==> config.mk <==
export PLATFORM = sky130hd
export DESIGN_NAME = pneumatic_inflate_cycle_sequencer
export DESIGN_NICKNAME = d
export VERILOG_FILES = /design/src/hdl/pics_pkg.sv /design/src/hdl/pics_glitch_filter.sv /design/src/hdl/pneumatic_inflate_cycle_sequencer.sv
export SDC_FILE = /design/constraint.sdc
export NUM_CORES = 1
export LEC_CHECK = 0
export BUFFER_PORTS_ARGS = -buffer_cell sky130_fd_sc_hd__buf_2
export CAP_MARGIN = 10
export CORE_MARGIN = 2
export CORE_UTILIZATION = 59
export CTS_CLUSTER_SIZE = 25
export DETAILED_ROUTE_END_ITERATION = 12
export GPL_TIMING_DRIVEN = 0
export PLACE_DENSITY = 0.81
export SLEW_MARGIN = 10
export SYNTH_ARGS = -nofsm -noshare
export SYNTH_HDL_FRONTEND = slang
export SYNTH_HIERARCHICAL = 1
export SYNTH_SLANG_ARGS = --single-unit
==> constraint.sdc <==
create_clock -name aclk -period 6.2 [get_ports aclk]
set_input_delay 1.86 -clock aclk [delete_from_list [all_inputs] [get_ports aclk]]
set_output_delay 1.86 -clock aclk [all_outputs]
set_load 0.05 [all_outputs]
==> src/hdl/pics_pkg.sv <==
package pics_pkg;

    localparam int GLITCH_LIMIT     = 2500;
    localparam int TICKS_PER_SECOND = 10;
    localparam int LAST_GOOD_RESET  = 1005;
    localparam int SETTLE_TICKS     = (TICKS_PER_SECOND * 500) / 1000;
    localparam int GAP_TICKS        = (TICKS_PER_SECOND * 200) / 1000;

    localparam int SAMPLE_W = 16;
    localparam int PRESS_W  = $clog2(GLITCH_LIMIT + 1) + 1;
    localparam int COUNT_W  = 7;
    localparam int TARGET_W = 14;
    localparam int WAIT_W   = 11;
    localparam int IDLE_W   = $clog2(TICKS_PER_SECOND);
    localparam int READ_W   = 2;
    localparam int PHASE_W  = 3;
    localparam int CFG_IDX_W  = 2;
    localparam int CFG_DATA_W = TARGET_W;

    localparam logic [PHASE_W-1:0] PH_IDLE        = 3'd0;
    localparam logic [PHASE_W-1:0] PH_ARMED       = 3'd1;
    localparam logic [PHASE_W-1:0] PH_INFLATE     = 3'd2;
    localparam logic [PHASE_W-1:0] PH_SETTLE      = 3'd3;
    localparam logic [PHASE_W-1:0] PH_READOUT     = 3'd4;
    localparam logic [PHASE_W-1:0] PH_PAUSE       = 3'd5;
    localparam logic [PHASE_W-1:0] PH_CYCLE_PAUSE = 3'd6;

    localparam logic [CFG_IDX_W-1:0] CFG_CYCLE_COUNT      = 2'd0;
    localparam logic [CFG_IDX_W-1:0] CFG_REPETITION_COUNT = 2'd1;
    localparam logic [CFG_IDX_W-1:0] CFG_PAUSE_SECONDS    = 2'd2;
    localparam logic [CFG_IDX_W-1:0] CFG_TARGET_PRESSURE  = 2'd3;

    localparam logic [READ_W-1:0] READOUTS_AFTER_FIRST = 2'd2;

    typedef logic signed [PRESS_W-1:0] press_t;

endpackage

==> src/hdl/pics_glitch_filter.sv <==
module pics_glitch_filter (
    input  logic signed [pics_pkg::SAMPLE_W-1:0] sample,
    input  pics_pkg::press_t                     last_good,
    output pics_pkg::press_t                     value
);

    localparam logic signed [pics_pkg::SAMPLE_W-1:0] LIMIT_POS =
        pics_pkg::SAMPLE_W'(pics_pkg::GLITCH_LIMIT);
    localparam logic signed [pics_pkg::SAMPLE_W-1:0] LIMIT_NEG =
        pics_pkg::SAMPLE_W'(-pics_pkg::GLITCH_LIMIT);

    logic glitch;

    // magnitude over the limit means a bad reading
    assign glitch = (sample > LIMIT_POS) || (sample < LIMIT_NEG);
    assign value  = glitch ? last_good : sample[pics_pkg::PRESS_W-1:0];

endmodule

==> src/hdl/pneumatic_inflate_cycle_sequencer.sv <==
// the result of an accepted item is registered in the output register
// throughput: one item per cycle; the whole sequencer state updates in one step
// the input stalls only while the output register holds an untaken result
// reset (aresetn low, synchronous): phase idle, counters and configuration registers zero,
// last good pressure 1005, no result pending
module pneumatic_inflate_cycle_sequencer (
    input  logic                               aclk,
    input  logic                               aresetn,
    input  logic                               cfg_wr_en,
    input  logic [pics_pkg::CFG_IDX_W-1:0]     cfg_wr_index,
    input  logic [pics_pkg::CFG_DATA_W-1:0]    cfg_wr_data,
    input  logic                               s_axis_tvalid,
    output logic                               s_axis_tready,
    input  logic [23:0]                        s_axis_tdata,  // pressure_sample, link_up
    input  logic                               s_axis_tuser,  // kind
    output logic                               m_axis_tvalid,
    input  logic                               m_axis_tready,
    output logic [15:0]                        m_axis_tdata,  // valve_open, report_pressure, busy_res
    output logic                               m_axis_tuser   // report_valid
);

    localparam int SW = pics_pkg::SAMPLE_W;
    localparam int PW = pics_pkg::PRESS_W;
    localparam int CW = pics_pkg::COUNT_W;
    localparam int TW = pics_pkg::TARGET_W;
    localparam int WW = pics_pkg::WAIT_W;
    localparam int IW = pics_pkg::IDLE_W;
    localparam int RW = pics_pkg::READ_W;
    localparam int HW = pics_pkg::PHASE_W;
    localparam int CMPW = SW + 1;

    logic [CW-1:0] cycle_count_reg, repetition_count_reg, pause_seconds_reg;
    logic [TW-1:0] target_pressure_reg;
    logic [HW-1:0] phase_reg, phase_next;
    logic [CW-1:0] cycles_left_reg, cycles_left_next;
    logic [CW-1:0] repeats_left_reg, repeats_left_next;
    logic [WW-1:0] wait_ticks_reg, wait_ticks_next;
    logic [RW-1:0] readouts_left_reg, readouts_left_next;
    logic [IW-1:0] idle_ticks_reg, idle_ticks_next;
    pics_pkg::press_t last_good_reg, last_good_next;

    logic             out_valid_reg;
    logic             valve_reg, report_valid_reg, busy_reg;
    pics_pkg::press_t report_reg;

    logic             accept;
    logic             kind_start, link_up;
    logic [SW-1:0]    sample;
    pics_pkg::press_t filt;
    logic             f_ge_target;
    logic [WW-1:0]    cycle_wait, pause_wait;
    logic             rep_valid;
    logic             fin;

    assign sample     = s_axis_tdata[SW-1:0];
    assign link_up    = s_axis_tdata[SW];
    assign kind_start = s_axis_tuser;

    assign s_axis_tready = !out_valid_reg || m_axis_tready;
    assign accept        = s_axis_tvalid && s_axis_tready;

    pics_glitch_filter u_filter (
        .sample    (sample),
        .last_good (last_good_reg),
        .value     (filt)
    );

    assign f_ge_target = CMPW'(filt) >= $signed({{(CMPW-TW){1'b0}}, target_pressure_reg});
    assign cycle_wait  = WW'(pause_seconds_reg * (pics_pkg::TICKS_PER_SECOND * 2));
    assign pause_wait  = WW'(pics_pkg::GAP_TICKS)
                       + WW'(pause_seconds_reg * pics_pkg::TICKS_PER_SECOND);

    always_comb begin
        logic do_scp, do_ce, do_bc, do_br, done;
        logic [CW-1:0] c_dec, r_dec;
        do_scp = 1'b0;
        do_ce  = 1'b0;
        do_bc  = 1'b0;
        do_br  = 1'b0;
        fin    = 1'b0;
        done   = 1'b0;
        c_dec  = '0;
        r_dec  = '0;
        rep_valid          = 1'b0;
        phase_next         = phase_reg;
        cycles_left_next   = cycles_left_reg;
        repeats_left_next  = repeats_left_reg;
        wait_ticks_next    = wait_ticks_reg;
        readouts_left_next = readouts_left_reg;
        idle_ticks_next    = idle_ticks_reg;
        last_good_next     = last_good_reg;

        // shared wait countdown
        if (wait_ticks_reg > WW'(1)) begin
            done = 1'b0;
        end else begin
            done = 1'b1;
        end

        if (kind_start) begin
            if (phase_reg == pics_pkg::PH_IDLE && target_pressure_reg != '0) begin
                phase_next = pics_pkg::PH_ARMED;
            end
        end else begin
            case (phase_reg)
                pics_pkg::PH_IDLE: begin
                    if (!link_up) begin
                        idle_ticks_next = '0;
                    end else if (idle_ticks_reg == '0) begin
                        rep_valid       = 1'b1;
                        last_good_next  = filt;
                        idle_ticks_next = IW'(pics_pkg::TICKS_PER_SECOND - 1);
                    end else begin
                        idle_ticks_next = idle_ticks_reg - IW'(1);
                    end
                end
                pics_pkg::PH_ARMED: begin
                    if (link_up) begin
                        cycles_left_next = cycle_count_reg;
                        if (cycle_count_reg == '0) begin
                            fin = 1'b1;
                        end else begin
                            do_bc = 1'b1;
                        end
                    end
                end
                pics_pkg::PH_INFLATE: begin
                    rep_valid      = 1'b1;
                    last_good_next = filt;
                    if (f_ge_target) begin
                        phase_next      = pics_pkg::PH_SETTLE;
                        wait_ticks_next = WW'(pics_pkg::SETTLE_TICKS);
                    end
                end
                pics_pkg::PH_SETTLE: begin
                    wait_ticks_next = done ? '0 : wait_ticks_reg - WW'(1);
                    if (done) begin
                        rep_valid          = 1'b1;
                        readouts_left_next = pics_pkg::READOUTS_AFTER_FIRST;
                        phase_next         = pics_pkg::PH_READOUT;
                        wait_ticks_next    = WW'(pics_pkg::GAP_TICKS);
                    end
                end
                pics_pkg::PH_READOUT: begin
                    wait_ticks_next = done ? '0 : wait_ticks_reg - WW'(1);
                    if (done) begin
                        rep_valid = 1'b1;
                        if (readouts_left_reg > RW'(1)) begin
                            readouts_left_next = readouts_left_reg - RW'(1);
                            wait_ticks_next    = WW'(pics_pkg::GAP_TICKS);
                        end else begin
                            readouts_left_next = '0;
                            phase_next         = pics_pkg::PH_PAUSE;
                            wait_ticks_next    = pause_wait;
                        end
                    end
                end
                pics_pkg::PH_PAUSE: begin
                    wait_ticks_next = done ? '0 : wait_ticks_reg - WW'(1);
                    if (done) begin
                        r_dec = (repeats_left_reg != '0) ? repeats_left_reg - CW'(1) : '0;
                        repeats_left_next = r_dec;
                        if (r_dec != '0) begin
                            do_br = 1'b1;
                        end else begin
                            do_scp = 1'b1;
                        end
                    end
                end
                pics_pkg::PH_CYCLE_PAUSE: begin
                    wait_ticks_next = done ? '0 : wait_ticks_reg - WW'(1);
                    if (done) begin
                        do_ce = 1'b1;
                    end
                end
                default: begin
                    fin = 1'b1;
                end
            endcase
        end

        // end of the repetitions of a cycle
        if (do_scp) begin
            if (cycle_wait != '0) begin
                phase_next      = pics_pkg::PH_CYCLE_PAUSE;
                wait_ticks_next = cycle_wait;
            end else if (repetition_count_reg == '0) begin
                fin = 1'b1;
            end else begin
                do_ce = 1'b1;
            end
        end

        // end of a cycle
        if (do_ce) begin
            c_dec = (cycles_left_reg != '0) ? cycles_left_reg - CW'(1) : '0;
            cycles_left_next = c_dec;
            if (c_dec == '0) begin
                fin = 1'b1;
            end else begin
                do_bc = 1'b1;
            end
        end

        // start of a cycle
        if (do_bc) begin
            repeats_left_next = repetition_count_reg;
            if (repetition_count_reg == '0) begin
                if (cycle_wait != '0) begin
                    phase_next      = pics_pkg::PH_CYCLE_PAUSE;
                    wait_ticks_next = cycle_wait;
                end else begin
                    fin = 1'b1;
                end
            end else begin
                do_br = 1'b1;
            end
        end

        // start of a repetition
        if (do_br) begin
            if (!f_ge_target) begin
                phase_next = pics_pkg::PH_INFLATE;
            end else begin
                phase_next      = pics_pkg::PH_SETTLE;
                wait_ticks_next = WW'(pics_pkg::SETTLE_TICKS);
            end
        end

        if (fin) begin
            phase_next         = pics_pkg::PH_IDLE;
            cycles_left_next   = '0;
            repeats_left_next  = '0;
            wait_ticks_next    = '0;
            readouts_left_next = '0;
            idle_ticks_next    = '0;
        end
    end

    always_ff @(posedge aclk) begin
        if (!aresetn) begin
            phase_reg         <= pics_pkg::PH_IDLE;
            cycles_left_reg   <= '0;
            repeats_left_reg  <= '0;
            wait_ticks_reg    <= '0;
            readouts_left_reg <= '0;
            idle_ticks_reg    <= '0;
            last_good_reg     <= PW'(pics_pkg::LAST_GOOD_RESET);
        end else if (accept) begin
            phase_reg         <= phase_next;
            cycles_left_reg   <= cycles_left_next;
            repeats_left_reg  <= repeats_left_next;
            wait_ticks_reg    <= wait_ticks_next;
            readouts_left_reg <= readouts_left_next;
            idle_ticks_reg    <= idle_ticks_next;
            last_good_reg     <= last_good_next;
        end
    end

    // configuration registers: cleared at the end of a run, else written through the cfg port
    always_ff @(posedge aclk) begin
        if (!aresetn) begin
            cycle_count_reg      <= '0;
            repetition_count_reg <= '0;
            pause_seconds_reg    <= '0;
            target_pressure_reg  <= '0;
        end else if (accept && fin) begin
            cycle_count_reg      <= '0;
            repetition_count_reg <= '0;
            pause_seconds_reg    <= '0;
            target_pressure_reg  <= '0;
        end else if (cfg_wr_en) begin
            case (cfg_wr_index)
                pics_pkg::CFG_CYCLE_COUNT:      cycle_count_reg      <= cfg_wr_data[CW-1:0];
                pics_pkg::CFG_REPETITION_COUNT: repetition_count_reg <= cfg_wr_data[CW-1:0];
                pics_pkg::CFG_PAUSE_SECONDS:    pause_seconds_reg    <= cfg_wr_data[CW-1:0];
                pics_pkg::CFG_TARGET_PRESSURE:  target_pressure_reg  <= cfg_wr_data[TW-1:0];
                default: begin
                end
            endcase
        end
    end

    always_ff @(posedge aclk) begin
        if (!aresetn) begin
            out_valid_reg <= 1'b0;
        end else if (accept) begin
            out_valid_reg <= 1'b1;
        end else if (m_axis_tready) begin
            out_valid_reg <= 1'b0;
        end
    end

    always_ff @(posedge aclk) begin
        if (accept) begin
            valve_reg        <= (phase_next == pics_pkg::PH_INFLATE);
            busy_reg         <= (phase_next != pics_pkg::PH_IDLE);
            report_valid_reg <= rep_valid;
            report_reg       <= rep_valid ? filt : '0;
        end
    end

    assign m_axis_tvalid = out_valid_reg;
    assign m_axis_tuser  = report_valid_reg;
    assign m_axis_tdata  = {{(16 - PW - 2){1'b0}}, busy_reg, report_reg, valve_reg};

endmodule

# Yosys cells after proc, flatten, opt, wreduce, memory -nomap -nowiden
# Cells that the tools add are included.
# W data, S select, Z words.
# op_classes
add_sub_neg	6
multipliers	2
n_lt_le_gt_ge	5
eq_ne	18
muxes	97
bitwise_logic	2
reduce_logical	38
# op_table
op	n
$mux W11	14
$mux W7	12
$pmux W11 S4	1
$mux W1	39
$mux W13	3
$mux W3	13
$pmux W13 S2	1
$logic_not A7 Y1	3
$reduce_bool A7 Y1	3
$mux W4	5
$gt A16 B13 Y1 const B	1
$lt A16 B13 Y1 const B	1
$ge A13 B15 Y1	1
$reduce_bool A3 Y1	5
$reduce_bool A14 Y1	1
$sub A7 B1 Y7 const B	2
$add A2 B11 Y11 const A	1
$gt A11 B1 Y1 const B	1
$reduce_bool A11 Y1	1
$sub A11 B1 Y11 const B	1
$mul A7 B3 Y10 const B	1
$mux W2	5
$reduce_and A5 Y1	2
$eq A3 B2 Y1 const B	3
30 further kinds	48
# word_totals
regBits	99
in_bits	46
output_inout_bits	19
elab_cells	184

# Depth between registers and ports, before layout
# Gate-level depths: netlist of the first run.
# depth
depth_word	15
mapped_depth	15
mapped_depth_nobuf	15

# Hierarchy
# The synthesis of the first run kept the hierarchy.
# by_module_without_submodules
module	n_inst	cells_per_inst	area_each_um2	seq_area_each_um2
pneumatic_inflate_cycle_sequencer	1	746	6140.9	2142.1
pics_glitch_filter	1	32	307.8	0.0

# Worst setup path after synthesis of the first run
# No wires, ideal clock.
# synth_path
path_kind	in2reg
from	in s_axis_tdata[10]
to	reg wait_ticks_reg[2]
setup_time_ns	0.122
arrival_time_ns	5.304
required_ns	6.078
setup_slack_ns	0.774
stages	12
path_buffers	1
path_cell_list	or4_4 > o31ai_2 > buf_6 > mux2_4 > ha_1 > a211oi_1 > nor2_1 > o311ai_0 > a21oi_1 > a211o_1 > a31o_2 > a221o_1
# synth_via
elab_chain_cells	15
word_cells_on_any_way	16
cone_classes	3 x order compare; 12 x mux; 1 x reduce/logical
# synth_lines
element	line_no	source
start: declaration	pneumatic_inflate_cycle_sequencer.sv:14	input logic [23:0] s_axis_tdata,
$gt A16 B13 Y1 or $lt A16 B13 Y1 (tied branches)	pics_glitch_filter.sv:15	assign glitch = (sample > LIMIT_POS) || (sample < LIMIT_NEG);
$logic_or A1 B1 Y1 *	pics_glitch_filter.sv:15	
$mux W13 *	pics_glitch_filter.sv:16	assign value = glitch ? last_good : sample[pics_pkg::PRESS_W-1:0];
net filt[5]	pneumatic_inflate_cycle_sequencer.sv:49	pics_pkg::press_t filt;
$ge A13 B15 Y1 *	pneumatic_inflate_cycle_sequencer.sv:68	assign f_ge_target = CMPW'(filt) >= $signed({{(CMPW-TW){1'b0}}, target_pressure_reg});
$mux W11	pneumatic_inflate_cycle_sequencer.sv:130	if (f_ge_target) begin
$pmux W11 S4	pneumatic_inflate_cycle_sequencer.sv:105	case (phase_reg)
$mux W11	pneumatic_inflate_cycle_sequencer.sv:100	if (kind_start) begin
$mux W11	pneumatic_inflate_cycle_sequencer.sv:184	if (cycle_wait != '0) begin
$mux W11	pneumatic_inflate_cycle_sequencer.sv:183	if (do_scp) begin
$mux W11	pneumatic_inflate_cycle_sequencer.sv:209	if (cycle_wait != '0) begin
$mux W11	pneumatic_inflate_cycle_sequencer.sv:208	if (repetition_count_reg == '0) begin
$mux W11	pneumatic_inflate_cycle_sequencer.sv:206	if (do_bc) begin
$mux W11	pneumatic_inflate_cycle_sequencer.sv:222	if (!f_ge_target) begin
$mux W11 *	pneumatic_inflate_cycle_sequencer.sv:221	if (do_br) begin
$mux W11 *	pneumatic_inflate_cycle_sequencer.sv:230	if (fin) begin
end signal: assignment	pneumatic_inflate_cycle_sequencer.sv:253	wait_ticks_reg <= wait_ticks_next;
end: declaration	pneumatic_inflate_cycle_sequencer.sv:37	logic [WW-1:0] wait_ticks_reg, wait_ticks_next;
# The timed path passes the listed nets; every way through them passes the cells marked *.
# A chain may end at the register's enable or synchronous reset.

# Worst setup path after layout of the first run
# layout_path
from	in s_axis_tdata[10]
to	reg wait_ticks_reg[6]
# The elaborated chain is that of the path after synthesis.

==> out/metrics.yaml, run 1 <==
status: "finished, final reports clean"
crit_arrival_ns: 6.18
min_period_ns: 5.89
ff2ff_path_depth: 13
insertion_delay_ns: 0.39
worstSetupStartpointType: "input port"
final_core_util: 0.661
hold_buffers: 0
die_y_um: 109
max_freq_mhz: 170
ir_worst_vdd_uv: 143
fp.dieW_um: 109
largest_register_ffs: 14
cts_resized: 0
fill_cells: 895
synth_cell_type_count: 78
area_growth_pct: 10.1
synth_edf_count: 16
num_rows: 38
vias_per_cell: 6.26
place_area_sq_um: 6900
drt-total-wl_um: 17600
layout-drive-gt1-share: 0.125
io_buffers: 54
tightest_slew_ns: 0.974
core_area_sq_um: 10700
yosys_warnings: 6
start_util: 0.600
hold_class: "register to register"
num_vias: 6185
grt-ovfl-total: 0
clock_skew_ns: 0.00950
synth_ff_type: "dfxtp_1"
path_clk_slew_ns: 0.10
ios: 65
global_route.usage.total: 0.306
dpl.hpwl_um: 13600
syn_inst: 778
worstSetupEndpointType: "register"
crit_type: "input port to register"
ys_ff_latch: 99
wire_per_inst_um: 17.8
required_ns: 6.49
grt_first_pass_wirelength_um: 28200
hold_viol: 0
maxCapViolations: 0
powerDensity_nw_per_um2: 202
dp_cells: 972
n_antenna_cell: 0
setup_viol: 0
clk_path_buf_depth: 2
htree_levels: 3
root_buffer: "clkbuf_8"
dr.pass1.iters: 5
cts_buffers: 9
syn-num-nets: 860
async_flop_share: 0
antenna_found_initial: 0
fin_crit_sh: 0.950
synth.yosys.seq_area_share: 0.332
design_area_sq_um: 7100
cellLeakagePower_nw: 3.07
slew_violations: 0
gp_congestion: 0.972
avgSynthCellArea_sq_um: 8.29
dieArea_sq_um: 11800
grt_pass1_vias: 5791
final_nets: 925
cts_tree: "yes"
ant_nets: 0
drc: 0
min_path_cells: 2
rsz0062_at_grt: "no"
final.setup.tns_ns: 0
max_slew_margin: 0.334
clock-sinks: 99
stdcell_count: 988
postCtsSetupBuffers: 0
cp_max_fo: 10
syn_area_sq_um: 6450
grt_max_degree: 23
drtIter0Drc: 435
## metrics by stage
stage	worst slack [ns]	hold slack, ns	total power, mW
global route	0.141	0.494	1.50
finish	0.313	0.473	1.44
floorplan	0.774	0.439	0.934
CTS	0.116	0.477	1.44
detailed placement	-0.268	0.460	1.03
global placement	-0.185	0.449	1.02
## Yosys cell counts (4+ instances only)
library cell | instances | share of area
ha_1 | 35 | 0.068
mux2_4 | 10 | 0.023
and3_1 | 5 | 0.0049
clkbuf_1 | 23 | 0.013
o22ai_1 | 7 | 0.0068
nand2_1 | 82 | 0.048
nor4b_1 | 4 | 0.0054
nor3b_1 | 5 | 0.0058
buf_1 | 5 | 0.0029
a21o_1 | 7 | 0.0081
o21ai_1 | 4 | 0.0031
xor2_1 | 8 | 0.011
a31oi_1 | 8 | 0.0078
nand2b_1 | 11 | 0.011
nor3_1 | 24 | 0.019
o211ai_1 | 4 | 0.0047
inv_1 | 43 | 0.025
and2_1 | 16 | 0.016
a21boi_0 | 8 | 0.0093
o21ai_0 | 35 | 0.027
a21oi_1 | 30 | 0.023
nor2_1 | 85 | 0.049
nand4_1 | 10 | 0.0097
nor2b_1 | 7 | 0.0068
o21bai_1 | 6 | 0.0070
or4_1 | 7 | 0.0081
a221oi_1 | 4 | 0.0054
a22oi_1 | 4 | 0.0047
o31ai_1 | 5 | 0.0058
dfxtp_1 | 83 | 0.26
a22o_1 | 4 | 0.0054
nand3_1 | 27 | 0.021
edfxtp_1 | 16 | 0.075
a2111oi_0 | 5 | 0.0068
mux2i_1 | 44 | 0.068
a221o_1 | 4 | 0.0062
xnor2_1 | 8 | 0.011
nor4_1 | 15 | 0.015
or3_1 | 7 | 0.0068
## logic make-up (layout without fill, tap and decap cells)
family                   after synthesis  in the layout  share of synthesized area
AND/OR/NAND/NOR                      321            321                      0.246
XOR/XNOR                              16             16                     0.0217
multiplexers                          58             58                     0.0986
flip-flops                            99             99                      0.332
buffers and inverters                 81            151                     0.0520
AO/OA/AOI/OAI                        166            166                      0.178
other                                  1              1                   0.000582
adder cells (fa/ha/maj)               36             36                     0.0710
## critical path, stage by stage
cell and delay (ns):
buf_2 0.13, or4_4 0.54, o31ai_2 0.39, buf_6 0.24, mux2_4 0.34, ha_1 0.30
a211oi_1 0.25, nor2_1 0.10, o311ai_1 0.68, nand2_1 0.20, o21ai_0 0.41, nand2b_1 0.38
o32ai_1 0.34
## area by class of cell
cell class / count / area [sq um] / area share
well taps: 140 / 175 / 0.0247
plain buffers: 37 / 170 / 0.0240
multi-input cells: 598 / 3980 / 0.561
inverters: 44 / 165 / 0.0233
repair buffers: 54 / 270 / 0.0381
flip-flops and latches: 99 / 2140 / 0.302
clock inverters: 5 / 40.0 / 0.00564
clock buffers: 11 / 151 / 0.0213
## report_power, final
| part | internal, mW | switching, mW | total, mW |
|---|---|---|---|
| combinational | 0.108 | 0.215 | 0.323 |
| clock | 0.173 | 0.242 | 0.415 |
| sequential | 0.682 | 0.0161 | 0.698 |
## path summary, 6_finish.rpt
check | to | startpoint | slack, ns
worst max-delay path | wait_ticks_reg[6] | s_axis_tdata[10] | 0.31
worst min-delay path | last_good_reg[7] | last_good_reg[7] | 0.47
worst max register to register | target_pressure_reg[10] | pause_seconds_reg[0] | 1.18
worst min register to register | last_good_reg[7] | last_good_reg[7] | 0.47
## metal layers
layer / vias to the layer above / global-route usage / share of wire
met3: 43 / 0.0422 / 0.075
met5: - / 0 / 0
li1: 2953 / - / -
met4: 0 / 0.112 / 0.024
met2: 276 / 0.500 / 0.47
met1: 2913 / 0.412 / 0.44
## cell usage in the layout, fill, tap and decap left out, drive strengths merged, types with 10 or more instances in the layout
cell type | netlist | layout
nor3 | 24 | 24
nor2 | 85 | 85
and2 | 16 | 16
mux2 | 14 | 14
nand2b | 11 | 11
inv | 43 | 47
mux2i | 44 | 44
nand3 | 27 | 27
edfxtp | 16 | 16
nand2 | 82 | 82
a21oi | 31 | 31
nand4 | 10 | 10
clkbuf | 24 | 35
ha | 35 | 35
buf | 13 | 67
nor4 | 15 | 15
o21ai | 39 | 39
dfxtp | 83 | 83
No activity file was read; power rests on OpenSTA's default activity.
==> inputs of run 2 (changes only) <==
--- a/config.mk
+++ b/config.mk
@@ -7,12 +7,14 @@
 export LEC_CHECK = 0
 export BUFFER_PORTS_ARGS = -buffer_cell sky130_fd_sc_hd__buf_2
 export CAP_MARGIN = 10
+export CELL_PAD_IN_SITES_DETAIL_PLACEMENT = 1
+export CELL_PAD_IN_SITES_GLOBAL_PLACEMENT = 1
 export CORE_MARGIN = 2
-export CORE_UTILIZATION = 59
+export CORE_UTILIZATION = 45
 export CTS_CLUSTER_SIZE = 25
 export DETAILED_ROUTE_END_ITERATION = 12
 export GPL_TIMING_DRIVEN = 0
-export PLACE_DENSITY = 0.81
+export PLACE_DENSITY = 0.82
 export SLEW_MARGIN = 10
 export SYNTH_ARGS = -nofsm -noshare
 export SYNTH_HDL_FRONTEND = slang
==> out/metrics.yaml, run 2 (synthesized netlist as in run 1, its figures left out) <==
crit_type: "input port to register"
crit_end: "wait_ticks_reg[9]"
dr.pass1.iters: 5
tightest_slew_ns: 1.08
vias_per_cell: 6.12
powerDensity_nw_per_um2: 224
area_growth_pct: 12.6
multiInputGateArea_sq_um: 3980
drc: 0
grt_first_pass_wirelength_um: 34000
clk_path_buf_depth: 2
crit_arrival_ns: 6.26
regArea_sq_um: 2140
critPathMaxStageDelay_ns: 0.71
gp_congestion: 0.942
grt-ovfl-total: 0
io_buffers: 54
ant_nets: 0
dieArea_sq_um: 15300
num_vias: 6302
root_buffer: "clkbuf_16"
dp_cells: 1013
maxCapViolations: 0
power_switching_uw: 529
final_core_util: 0.521
cp.buffers_inverters: 2
crit_family: "compound AO/OA/AOI/OAI gates"
wire_per_inst_um: 20.6
rsz0062_at_grt: "no"
global_route.usage.total: 0.288
drtIter0Drc: 498
ff2ff_path_depth: 13
num_rows: 43
r2r_start: "pause_seconds_reg[0]"
sw_frac_of_total: 0.325
ir_worst_vdd_uv: 161
ios: 65
hold_class: "register to register"
fill_cells: 1701
path_cells: "buf_2 -> or3_1 -> nor2_1 -> nand2_1 -> o31ai_2 -> buf_6 -> mux2_4 -> ha_1 -> a211oi_1 -> nor2_1 -> o311ai_1 -> nand2_1 -> o21ai_0 -> nand2b_1 -> a221oi_1"
max_freq_mhz: 167
fp.dieW_um: 124
crit_path_start: "s_axis_tdata[4]"
die_y_um: 124
largest_register_ffs: 14
timing.rr.end: "pause_seconds_reg[3]"
required_ns: 6.47
hold_viol: 0
ff2ff_setup_slack_ns: 0.90
hold_buffers: 0
grt_pass1_vias: 6436
internal_power_mw: 1.10
dpl.hpwl_um: 16200
p_seq_frac: 0.430
max_slew_margin: 0.259
slew_violations: 0
critical_path_depth: 15
layout-drive-gt1-share: 0.124
final_nets: 926
worstSetupEndpointType: "register"
cts_tree: "yes"
cp_max_fo: 10
grt_max_degree: 23
antenna_found_initial: 0
fin_crit_sh: 0.967
worstSetupStartpointType: "input port"
clock-sinks: 99
min_period_ns: 5.99
clock_skew_ns: 0.00749
p_clk_frac: 0.362
final_common_cell: "nor2_1"
cts_buffers: 9
p_comb_frac: 0.208
stdcell_count: 1029
slowest_stage: "o311ai_1"
setup_viol: 0
n_antenna_cell: 0
layout_common_cells: "85 x nor2_1, 83 x dfxtp_1, 82 x nand2_1"
path_clk_slew_ns: 0.07
cellLeakagePower_nw: 3.12
insertion_delay_ns: 0.37
status: "finished, final reports clean"
core_area_sq_um: 13900
htree_levels: 3
start_util: 0.463
drt-total-wl_um: 21200
==> run 2: final cells by class <==
class                   count  share of cell area
well taps                 180              0.0310
clock inverters             6             0.00775
clock buffers              10              0.0345
plain buffers              37              0.0234
flip-flops and latches     99               0.295
multi-input cells         598               0.548
repair buffers             55              0.0379
inverters                  44              0.0227
==> run 2: power by group through the flow <==
stage	registers, mW	clock network, mW	logic [mW]
global route	0.702	0.621	0.364
floorplan	0.740	0	0.194
detailed placement	0.714	0	0.327
CTS	0.699	0.596	0.332
global placement	0.712	0	0.313
finish	0.699	0.588	0.338
==> run 2: how the worst min path moves through the flow <==
stage / startpoint / to / slack, ns / cells past startpoint
after floorplan: last_good_reg[1] / last_good_reg[1] / 0.44 / 2
after global placement: last_good_reg[9] / last_good_reg[9] / 0.46 / 2
after detailed placement: repeats_left_reg[6] / repeats_left_reg[6] / 0.47 / 2
after CTS: repeats_left_reg[6] / repeats_left_reg[6] / 0.48 / 2
after global routing: repeats_left_reg[6] / repeats_left_reg[6] / 0.51 / 2
final: repeats_left_reg[6] / repeats_left_reg[6] / 0.48 / 2
==> run 2: metal layers <==
metal,wire length [um],track usage,part of all wire
met2,10200,0.482,0.48
met5,0,0,0
met3,1160,0.0623,0.055
met4,547,0.0902,0.026
met1,9280,0.372,0.44
==> run 2: per-stage QoR <==
| step | cell area, sq um | hold slack, ns | power (mW) | setup WS (ns) | setup TNS (ns) |
|---|---|---|---|---|---|
| 2_1_floorplan | 6450 | 0.439 | 0.934 | 0.774 | 0 |
| 3_3_place_gp | 6940 | 0.458 | 1.02 | -0.222 | -1.05 |
| 3_5_place_dp | 6960 | 0.473 | 1.04 | -0.383 | -2.06 |
| 4_1_cts | 7260 | 0.484 | 1.63 | 0.291 | 0 |
| 5_1_grt | 7260 | 0.509 | 1.69 | 0.00561 | 0 |
| 6_report | 7260 | 0.477 | 1.62 | 0.206 | 0 |
==> run 2: what timing repair did <==
item                                    in CTS  in global routing
endpoints found under the setup margin       2                  0
gates resized for setup                      1                  0
setup buffers                                0                  0
==> run 2: worst min-delay path: cells and delay by family, from the launching register on <==
kind	cells	cell delay (ns)
flops	1	0.33
simple gates	1	0.06
compound gates	1	0.05
